[src/particle_contact_counter_unit_macros.svh]
// Assertion macros for the particle contact counter unit.
// Included by the controller and the datapath; depends on nothing else.
// The macros expect aclk and aresetn to be visible where they are used.
`ifndef PARTICLE_CONTACT_COUNTER_UNIT_MACROS_SVH
`define PARTICLE_CONTACT_COUNTER_UNIT_MACROS_SVH
`ifndef SYNTH
// Same-cycle implication, checked on every clock edge outside reset.
`define PCC_ASSERT_IMP(name, ante, cons, msg) \
    name: assert property (@(posedge aclk) disable iff (!aresetn) (ante) |-> (cons)) \
        else $error(msg);
// Next-cycle implication, checked on every clock edge outside reset.
`define PCC_ASSERT_NXT(name, ante, cons, msg) \
    name: assert property (@(posedge aclk) disable iff (!aresetn) (ante) |=> (cons)) \
        else $error(msg);
`else
`define PCC_ASSERT_IMP(name, ante, cons, msg)
`define PCC_ASSERT_NXT(name, ante, cons, msg)
`endif
`endif

[src/pcc_pkg.sv]
// Shared types and constants of the particle contact counter unit.
// Used by the controller, the datapath and the top level; depends on nothing.
`timescale 1ns / 1ps

package pcc_pkg;

    localparam int ACTION_W   = 2;
    localparam int INDEX_W    = 10;
    localparam int RADIUS_W   = 24;
    localparam int SKIN_W     = 23;
    localparam int RAD_SUM_W  = 25;
    localparam int COUNT_W    = 16;
    localparam int OUT_DATA_W = 24;
    localparam int CFG_ADDR_W = 1;
    localparam int CFG_DATA_W = 23;

    localparam logic [COUNT_W-1:0] COUNT_MAX = 16'hFFFF;

    typedef enum logic [ACTION_W-1:0] {
        ACT_CLEAR = 2'd0,
        ACT_PAIR  = 2'd1,
        ACT_READ  = 2'd2,
        ACT_NONE  = 2'd3
    } action_t;

    typedef enum logic [CFG_ADDR_W-1:0] {
        REG_SKIN_DISTANCE  = 1'd0,
        REG_HISTORY_ENABLE = 1'd1
    } cfg_reg_t;

    // Operand chosen for the shared squaring multiplier.
    typedef enum logic [1:0] {
        OPS_DX  = 2'd0,
        OPS_DY  = 2'd1,
        OPS_DZ  = 2'd2,
        OPS_RAD = 2'd3
    } opsel_t;

    typedef struct packed {
        logic   load_item;
        logic   mul_en;
        opsel_t mul_sel;
        logic   touch_load;
        logic   mem_rd;
        logic   mem_wr;
        logic   mem_sec;
        logic   wr_clear;
        logic   out_load;
    } pcc_cmd_t;

    typedef struct packed {
        action_t new_action;
        logic    touch;
        logic    out_free;
    } pcc_status_t;

endpackage

[src/pcc_ctrl.sv]
// Controller state machine of the particle contact counter unit.
// Depends on pcc_pkg and the assertion macro header.
`timescale 1ns / 1ps
`include "particle_contact_counter_unit_macros.svh"

module pcc_ctrl (
    input  logic                aclk,
    input  logic                aresetn,
    input  logic                s_tvalid,
    output logic                s_tready,
    input  pcc_pkg::pcc_status_t status,
    output pcc_pkg::pcc_cmd_t    cmd
);

    typedef enum logic [3:0] {
        ST_IDLE,
        ST_CLR,
        ST_MUL,
        ST_SUM,
        ST_CMP,
        ST_RD,
        ST_WR,
        ST_RDQ,
        ST_DONE
    } state_t;

    state_t     state_reg;
    logic [1:0] cnt_reg;
    logic       sec_reg;
    logic       accept;

    assign s_tready = (state_reg == ST_IDLE);
    assign accept   = s_tvalid && s_tready;

    always_ff @(posedge aclk) begin
        if (!aresetn) begin
            state_reg <= ST_IDLE;
            cnt_reg   <= '0;
            sec_reg   <= 1'b0;
        end else begin
            case (state_reg)
                ST_IDLE: begin
                    cnt_reg <= '0;
                    sec_reg <= 1'b0;
                    if (accept) begin
                        case (status.new_action)
                            pcc_pkg::ACT_CLEAR: state_reg <= ST_CLR;
                            pcc_pkg::ACT_PAIR:  state_reg <= ST_MUL;
                            pcc_pkg::ACT_READ:  state_reg <= ST_RDQ;
                            default:            state_reg <= ST_DONE;
                        endcase
                    end
                end
                ST_CLR: state_reg <= ST_DONE;
                ST_MUL: begin
                    cnt_reg <= cnt_reg + 2'd1;
                    if (pcc_pkg::opsel_t'(cnt_reg) == pcc_pkg::OPS_RAD) begin
                        state_reg <= ST_SUM;
                    end
                end
                ST_SUM: state_reg <= ST_CMP;
                ST_CMP: begin
                    sec_reg   <= 1'b0;
                    state_reg <= status.touch ? ST_RD : ST_DONE;
                end
                ST_RD: state_reg <= ST_WR;
                ST_WR: begin
                    if (sec_reg) begin
                        state_reg <= ST_DONE;
                    end else begin
                        sec_reg   <= 1'b1;
                        state_reg <= ST_RD;
                    end
                end
                ST_RDQ: state_reg <= ST_DONE;
                ST_DONE: begin
                    if (status.out_free) begin
                        state_reg <= ST_IDLE;
                    end
                end
                default: state_reg <= ST_IDLE;
            endcase
        end
    end

    always_comb begin
        cmd            = '0;
        cmd.load_item  = accept;
        cmd.mul_sel    = pcc_pkg::opsel_t'(cnt_reg);
        cmd.mem_sec    = sec_reg;
        case (state_reg)
            ST_CLR: begin
                cmd.mem_wr   = 1'b1;
                cmd.wr_clear = 1'b1;
            end
            ST_MUL:  cmd.mul_en     = 1'b1;
            ST_CMP:  cmd.touch_load = 1'b1;
            ST_RD:   cmd.mem_rd     = 1'b1;
            ST_WR:   cmd.mem_wr     = 1'b1;
            ST_RDQ:  cmd.mem_rd     = 1'b1;
            ST_DONE: cmd.out_load   = status.out_free;
            default: cmd.out_load   = 1'b0;
        endcase
    end

    `PCC_ASSERT_NXT(a_accept_leaves_idle, accept, state_reg != ST_IDLE, "accepted item left controller idle")
    `PCC_ASSERT_IMP(a_bump_needs_touch, state_reg == ST_WR, status.touch, "count bumped without contact")

endmodule

[config.mk]
export PLATFORM = sky130hd
export DESIGN_NAME = pcc_ctrl
export DESIGN_NICKNAME = d
export VERILOG_FILES = /design/src/pcc_pkg.sv /design/src/pcc_ctrl.sv
export VERILOG_INCLUDE_DIRS = /design/src /design/src/src
export SDC_FILE = /design/constraint.sdc
export NUM_CORES = 1
export LEC_CHECK = 0
export BUFFER_PORTS_ARGS = -buffer_cell sky130_fd_sc_hd__buf_2
export CORE_AREA = 2 2 39 41
export CTS_CLUSTER_DIAMETER = 30
export DETAILED_ROUTE_END_ITERATION = 8
export DIE_AREA = 0 0 41 43
export GPL_ROUTABILITY_DRIVEN = 0
export GPL_TIMING_DRIVEN = 1
export PLACE_DENSITY = 0.85
export SLEW_MARGIN = 10
export SYNTH_ARGS = -nofsm -noshare
export SYNTH_HDL_FRONTEND = slang
export SYNTH_SLANG_ARGS = --single-unit
export TNS_END_PERCENT = 50
[constraint.sdc]
create_clock -name aclk -period 2.5 [get_ports aclk]
set_input_delay 0.375 -clock aclk [delete_from_list [all_inputs] [get_ports aclk]]
set_output_delay 0.375 -clock aclk [all_outputs]
set_load 0.005 [all_outputs]
==> results.md, run 1 <==
- Final non-filler cell total: 98
- Final worst slack: 0.5829 ns
- Crit Path Max Fanout: 14
- Setup bufs post-CTS: 0
- Worst Clk Skew: 0.003356 ns
- Starting density of the core: 44.48%
- DR vias/cell: 5.408
- Fin. Hold Viols: 0
- Yosys cell types: 35
- Routed WL: ~1.3 mm
- Leak pwr: approximately 0.32 nW
- Post-CTS Hold Buffers: 0
- Gr usage total: 17.62%
- Worst Tran Pin Value: between 0.6 and 0.7 ns
- DRC: 0
- # diodes: 0
- Vias in the first global route: 453
- Final min period: 1.917 ns
- First-pass GRT wire length: 2.049 mm
- Accumulated negative setup slack: 0 ns
- Final number of setup-violating endpoints: 0
- Worst hold slack: 0.4132 ns
- Die height: 43 um
- Syn avg cell area: 9.053 um^2
- Routed Antenna Nets: 0
- Pwr/cell area: 942.4 mW/mm^2
- Slew Viols, Final: 0
- Top cell type's share of synthesized area: 22.76%
- Cts bufs inserted: 3
- Power, Total: 647.4 uW
- CP Capture Type: output port
- Routed via count: 530
- CP Data Arrival Time: 1.54 ns
- Syn Nets: 79
- H-tree depth: 1
- Placed insts: 94
- Final cell utilization of the core: around 50%
- Slew HR: a little over half
- Detailed Routing Iterations Pass 1: 4
- Required @ worst endpoint: 2.12 ns
- Max FFs per register: 4
- Syn Inst Count: a little under 70
- Status: completed
- Kind of critical path: reg2out
- Commonest non-fill, non-tap cells in the layout: 17 x buf_2, 7 x dfxtp_1, 4 x nand2b_1, 4 x nor2_1, 4 x ha_1
- Chip width: 41 um
- Startpoint type of the worst setup path: register
- Ports: 18
- Ys Warns: 0
- HPWL after detailed placement: 932 um
- Root buffer cell: clkbuf_4
- Num rows: 14
- Register area share after synthesis: 22.76%
- Layout cells sized above 1: 32.93%
- # nets final: 94
- Die Area: 0.001763 mm^2
- Area grow syn2layout: 11.59%
- Final worst-path cycle share: 76.68%
- Commonest non-fill, non-tap cell in the layout: buf_2
- Max Freq: 521.6 MHz
- Worst-path clk slew: around 0.06 ns
- Port Buffer Count: 17
- Cell taking the most area after synthesis: dfxtp_1
- Starting DRT DRC Count: 12
- Worst Hold Class: in2reg
- Clock latency on the worst-skew pair: 0.26 ns
- Synth Register Bits: 7
- CTS tree: built
- Core Region: between 0.001 and 0.0015 mm^2
- Final instance area: 686.9 um^2
- Top post-synthesis cells by area: dfxtp_1 23%, ha_1 8.1%, buf_4 6.1%
- Initial antenna violation count: 0
- Clk buf depth: 2
- Max Cap Viol: 0
- Avg WL per Cell: 13.34 um
- Setup slack at placement: 0.8102 ns
- DP Area: 660.6 um^2
- Max VDD drop: about 0.00040 V
- RSZ-0062 raised after global routing: false
- Layout fillers: 144
- Gr ovfl total: 0
- CTS Sinks: 7
- Largest net degree at the start of global routing: 22
- Resized cells post-CTS: 0
- Mapped cell area: 615.6 um^2
-- path summary, 6_finish.rpt --
path	startpoint	end	slack, ns	depth (start not counted)
hold / removal	aresetn	state_reg[0]	0.41	2
setup / recovery	state_reg[2]	cmd[0]	0.58	4
hold reg to reg	cnt_reg[1]	cnt_reg[1]	0.50	2
setup reg to reg	state_reg[1]	state_reg[3]	0.80	3
-- synthesized netlist by cell type --
cell and n:
nor2b_1 1, nor4b_2 1, and2b_1 1, nor3b_2 2, dfxtp_1 7, o21bai_1 1, nor2_1 4, o221a_1 1
nand3_1 1, nand3b_1 3, and4_1 1, a211oi_1 1, or3b_1 2, nand2b_1 4, nor2_2 1, nor3_1 2
buf_4 5, or2_4 1, buf_6 2, nor4_2 1, ha_1 4, o21ai_1 1, o211ai_1 1, o311a_1 2
a21oi_1 2, a21boi_1 2, nand2_1 1, nor3b_1 1, inv_1 2, a211o_1 1, a32o_1 2, o21ai_0 2
mux2i_1 1, o21ba_2 1, and2_1 3
-- cell type report --
cell class	instances	area [um^2]	area share, %
Multi-Input combinational cell	52	407.9	59.38
Tap cell	16	20.02	2.914
Inverter	2	7.507	1.093
Clock buffer	4	26.28	3.825
Sequential cell	7	140.1	20.40
Timing Repair Buffer	17	85.08	12.39
-- worst max-delay path: stages (launching register included) --
cell and delay (ns):
dfxtp_1 0.45, or2_4 0.33, nor3b_2 0.22, and2_1 0.17
buf_2 0.11
-- cells by family (layout without fill, tap and decap cells) --
family	Yosys count	in the layout	synth area share, %
buffers and inverters	9	23	10.98
AO/OA/AOI/OAI	17	17	21.55
multiplexers	1	1	1.626
flip-flops	7	7	22.76
adder cells (fa/ha/maj)	4	4	8.130
AND/OR/NAND/NOR	30	30	34.96
-- routing by layer --
| layer | vias to the layer above | part of all wire [%] | GRT usage, % |
|---|---|---|---|
| met5 | - | 0 | 0 |
| met3 | 4 | 5.1 | 6.283 |
| met2 | 15 | 47 | 24.38 |
| li1 | 275 | - | - |
| met4 | 0 | 2.8 | 10.00 |
| met1 | 236 | 45 | 22.73 |
-- power breakdown --
group	internal (mW)	total (mW)	switching, mW
registers	0.140	0.239	0.0993
clock network	0.0613	0.110	0.0484
logic	0.174	0.298	0.124
total	0.375	0.647	0.272
Power figures use the tool's default switching activity.
==> run 2, diff against run 1 <==
==> constraint.sdc (replaced) <==
create_clock -name aclk -period 1.95 [get_ports aclk]
set_input_delay 0.2925 -clock aclk [delete_from_list [all_inputs] [get_ports aclk]]
set_output_delay 0.2925 -clock aclk [all_outputs]
set_load 0.005 [all_outputs]
==> results.md, run 2 (same netlist as run 1, synthesis figures left out) <==
- Status: completed
- Power, Total: 817.7 uW
- Core Region: 0.001384 mm^2
- Root buffer cell: clkbuf_4
- Gr usage total: 17.11%
- Starting DRT DRC Count: 7
- Commonest non-fill, non-tap cells in the layout: 17 x buf_2, 7 x dfxtp_1, 4 x nand2b_1, 4 x nor2_1, 4 x ha_1
- Sw Ratio: 41.19%
- Max Freq: roughly 550 MHz
- # nets final: between 90 and 100
- DP Area: 660.6 um^2
- Ports: 18
- Crit Path Max Fanout: 16
- Reg2reg setup slack: 0.28 ns
- Layout fillers: 145
- DR vias/cell: 5.561
- Switching pwr: 336.8 uW
- Max FFs per register: 4
- Leak pwr: between 0.3 and 0.4 nW
- DRC: 0
- Largest net degree at the start of global routing: 22
- Clock latency on the worst-skew pair: 0.25 ns
- RSZ-0062 raised after global routing: false
- Final worst slack: 0.1287 ns
- Worst-path clk slew: 0.05 ns
- Worst flop-to-flop path startpoint: state_reg[1]
- Layout cells sized above 1: 32.93%
- Setup slack at placement: 0.2966 ns
- Die height: 43 um
- Fin. Hold Viols: 0
- Max VDD drop: 0.0004749 V
- Resized cells post-CTS: 0
- Worst Tran Pin Value: 0.6748 ns
- H-tree depth: 1
- Startpoint type of the worst setup path: register
- Final instance area: about 690 um^2
- Setup bufs post-CTS: 0
- Vias in the first global route: around 500
- Die Area: 0.001763 mm^2
- CP Capture Type: output port
- Starting density of the core: around 44%
- First-pass GRT wire length: 2.035 mm
- Final worst-path cycle share: 93.40%
- Required @ worst endpoint: 1.66 ns
- Worst Setup SP: state_reg[0]
- Max Cap Viol: 0
- Initial antenna violation count: 0
- Routed Antenna Nets: 0
- Clock power frac: between 15 and 20%
- Gr ovfl total: 0
- Sequential share of power: around 37%
- Post-CTS Hold Buffers: 0
- Final cell utilization of the core: 49.64%
- # diodes: 0
- Detailed Routing Iterations Pass 1: 4
- Cts bufs inserted: 3
- Worst hold slack: 0.3352 ns
- Kind of critical path: reg2out
- Clk buf depth: 2
- Avg WL per Cell: ~13 um
- Area grow syn2layout: 11.59%
- Chip width: 41 um
- Critical path endpoint: cmd[3]
- Placed insts: 94
- Port Buffer Count: 17
- Accumulated negative setup slack: 0 ns
- Slew Viols, Final: 0
- CP Data Arrival Time: about 1.5 ns
- Critical R2R Capture: state_reg[3]
- CTS Sinks: 7
- Final number of setup-violating endpoints: 0
- Slew HR: between 50% and 60%
- HPWL after detailed placement: 913.3 um
- Pwr/cell area: between 1000 and 1500 mW/mm^2
- Final non-filler cell total: 98
- Reg2reg path depth: 3
- Routed WL: 1.234 mm
- Routed via count: 545
- Combinational fraction of design power: 46.4%
- Commonest non-fill, non-tap cell in the layout: buf_2
- Worst Hold Class: in2reg
- P_int: 480.9 uW
- Final min period: 1.821 ns
- Num rows: 14
- Worst Clk Skew: 0.004068 ns
- CTS tree: built
-- run 2: cell counts in the layout (fill, tap and decap cells not counted) --
No cell type changed its count.
-- run 2: how the worst min path moves through the flow --
stage                     slack, ns            to  startpoint  cells after the start
final                          0.34  state_reg[0]     aresetn                      2
after global routing           0.33  state_reg[0]     aresetn                      2
after CTS                      0.33  state_reg[0]     aresetn                      2
after detailed placement       0.49    cnt_reg[1]  cnt_reg[1]                      2
after global placement         0.48    cnt_reg[1]  cnt_reg[1]                      2
after floorplan                0.42  state_reg[0]     aresetn                      1
-- run 2: critical path, stage by stage (launching register included) --
cell	delay, ns
dfxtp_1	0.62
or3b_1	0.40
a21oi_1	0.14
buf_2	0.12
-- run 2: per-layer routing --
metal	share of wire, %	track usage [%]	up-vias
li1	-	-	274
met1	41	20.79	257
met2	54	26.56	14
met3	4.9	4.712	0
met4	0	8.000	0
met5	0	0	-
-- run 2: power groups by stage --
stage                     Clock (mW)  Combinational [mW]  Sequential (mW)
after floorplan                    0               0.415            0.214
final                          0.133               0.380            0.305
after CTS                      0.139               0.385            0.304
after detailed placement           0               0.383            0.307
after global placement             0               0.370            0.298
after global routing           0.148               0.427            0.320
-- run 2: final cells by class --
cell class	count	area (um^2)	share of cell area (%)
multi-input cells	52	407.9	59.38
well taps	16	20.02	2.914
repair buffers	17	85.08	12.39
clock buffers	4	26.28	3.825
inverters	2	7.507	1.093
flip-flops and latches	7	140.1	20.40
==> run 3, diff against run 2 <==
--- a/config.mk
+++ b/config.mk
@@ -7,13 +7,17 @@
 export NUM_CORES = 1
 export LEC_CHECK = 0
 export BUFFER_PORTS_ARGS = -buffer_cell sky130_fd_sc_hd__buf_2
-export CORE_AREA = 2 2 39 41
+export CELL_PAD_IN_SITES_DETAIL_PLACEMENT = 1
+export CELL_PAD_IN_SITES_GLOBAL_PLACEMENT = 1
+export CORE_ASPECT_RATIO = 1.25
+export CORE_MARGIN = 1.5
+export CORE_UTILIZATION = 36
+export CTS_BUF_LIST = sky130_fd_sc_hd__clkbuf_16
 export CTS_CLUSTER_DIAMETER = 30
 export DETAILED_ROUTE_END_ITERATION = 8
-export DIE_AREA = 0 0 41 43
 export GPL_ROUTABILITY_DRIVEN = 0
 export GPL_TIMING_DRIVEN = 1
-export PLACE_DENSITY = 0.85
+export PLACE_DENSITY = 0.88
 export SLEW_MARGIN = 10
 export SYNTH_ARGS = -nofsm -noshare
 export SYNTH_HDL_FRONTEND = slang
==> results.md, run 3 (same netlist as run 1, synthesis figures left out) <==
- Clock latency on the worst-skew pair: 0.23 ns
- # diodes: 0
- Final instance area: between 700 and 800 um^2
- Max Cap Viol: 0
- Routed Antenna Nets: 0
- Starting density of the core: 38.92%
- Leak pwr: roughly 0.35 nW
- Pwr/cell area: roughly 1400 mW/mm^2
- # nets final: 94
- Routed via count: 555
- Accumulated negative setup slack: 0 ns
- Post-CTS Hold Buffers: 0
- Max FFs per register: 4
- Hold Crit Endpoint: state_reg[0]
- Vias in the first global route: 513
- Worst Hold Class: in2reg
- H-tree depth: 1
- Required @ worst endpoint: 1.66 ns
- Ports: 18
- Worst Clk Skew: 0.0009232 ns
- Chip width: around 40 um
- RSZ-0062 raised after global routing: false
- Min-delay src: aresetn
- Slew HR: 54.15%
- Gr usage total: between 15 and 20%
- WHS Path Cells: 2
- Kind of critical path: reg2out
- Starting DRT DRC Count: 11
- Gr ovfl total: 0
- HPWL after detailed placement: 1.093 mm
- Critical R2R Capture: state_reg[3]
- Worst flop-to-flop path startpoint: state_reg[1]
- Setup bufs post-CTS: 0
- Max VDD drop: 0.0007850 V
- Final number of setup-violating endpoints: 0
- Crit Path Max Fanout: 16
- DP Area: 663.1 um^2
- Reg2reg path depth: 3
- DR vias/cell: 5.550
- Die height: 49.24 um
- Final min period: ~1.8 ns
- Clk buf depth: 2
- Layout cells sized above 1: 32.93%
- Resized cells post-CTS: 0
- Num rows: 16
- Port Buffer Count: 17
- Die Area: 0.001969 mm^2
- Area grow syn2layout: 20.53%
- Fin. Hold Viols: 0
- Cts bufs inserted: 3
- Largest net degree at the start of global routing: 22
- Slew Viols, Final: 0
- Reg2reg setup slack: 0.25 ns
- Status: completed
- Commonest non-fill, non-tap cells in the layout: 17 x buf_2, 7 x dfxtp_1, 4 x nand2b_1, 4 x nor2_1, 4 x ha_1
- Worst Tran Pin Value: 0.6868 ns
- Initial antenna violation count: 0
- Root buffer cell: clkbuf_16
- CP Data Arrival Time: 1.54 ns
- Commonest non-fill, non-tap cell in the layout: buf_2
- Routed WL: 1.517 mm
- First-pass GRT wire length: 2.435 mm
- DRC: 0
- Core Region: 0.001582 mm^2
- CP Capture Type: output port
- Final worst-path cycle share: a little over nine tenths
- Detailed Routing Iterations Pass 1: 3
- Worst-path clk slew: 0.04 ns
- Startpoint type of the worst setup path: register
- CTS Sinks: 7
- Max Freq: 544.2 MHz
- CTS tree: built
- Avg WL per Cell: 15.17 um
==> run 3: cell types whose count changed in the layout (fill, tap and decap cells not counted) <==
cell / before / now
clkbuf_1: 1 / 0
clkbuf_16: 0 / 3
inv_1: 2 / 3
clkbuf_4: 3 / 0
==> run 3: layout make-up <==
class | instances | area [um^2]
clock inverters | 1 | 3.754
repair buffers | 17 | 85.08
inverters | 2 | 7.507
fillers | 198 | 839.6
flip-flops and latches | 7 | 140.1
clock buffers | 3 | 75.07
multi-input cells | 52 | 407.9
well taps | 18 | 22.52
==> run 3: per-stage QoR <==
| step | setup slack (ns) | hold slack (ns) | utilization, % | std cells | power (mW) |
|---|---|---|---|---|---|
| global placement | 0.3585 | 0.4798 | 41.93 | 96 | 0.6817 |
| global route | 0.01472 | 0.3768 | 46.91 | 100 | 1.120 |
| finish | 0.1125 | 0.3768 | 46.91 | 100 | 1.048 |
| detailed placement | 0.2728 | 0.4882 | 41.93 | 96 | 0.7018 |
| floorplan | 0.5743 | 0.4237 | - | 68 | 0.6287 |
| CTS | 0.1252 | 0.3761 | 46.91 | 100 | 1.056 |
==> run 3: worst max-delay path by stage <==
stage                             from  slack, ns            to
after floorplan           state_reg[1]       0.57        cmd[3]
after global placement    state_reg[1]       0.36  state_reg[3]
after detailed placement  state_reg[1]       0.27  state_reg[3]
after CTS                 state_reg[0]       0.13        cmd[3]
after global routing      state_reg[0]       0.01        cmd[3]
final                     state_reg[0]       0.11        cmd[3]
==> run 3: power by group <==
group / leakage (nW) / switching, mW / internal, mW / total, mW
sequential: 0.0570 / 0.132 / 0.180 / 0.312
clock: 0.0423 / 0.0774 / 0.267 / 0.344
combinational: 0.250 / 0.169 / 0.224 / 0.392
total: 0.350 / 0.378 / 0.670 / 1.05
==> run 3: per-layer routing <==
metal  vias up  GRT usage (%)  share of wire [%]
li1        275              -                  -
met1       268          23.60                 43
met2        10          26.08                 53
met3         2          4.110                3.1
met4         0          8.621               0.86
met5         -              0                  0
==> run 3: critical path, cell delays in order (launching register included) <==
cell and delay (ns):
dfxtp_1 0.65, or3b_1 0.39, a21oi_1 0.14, buf_2 0.13
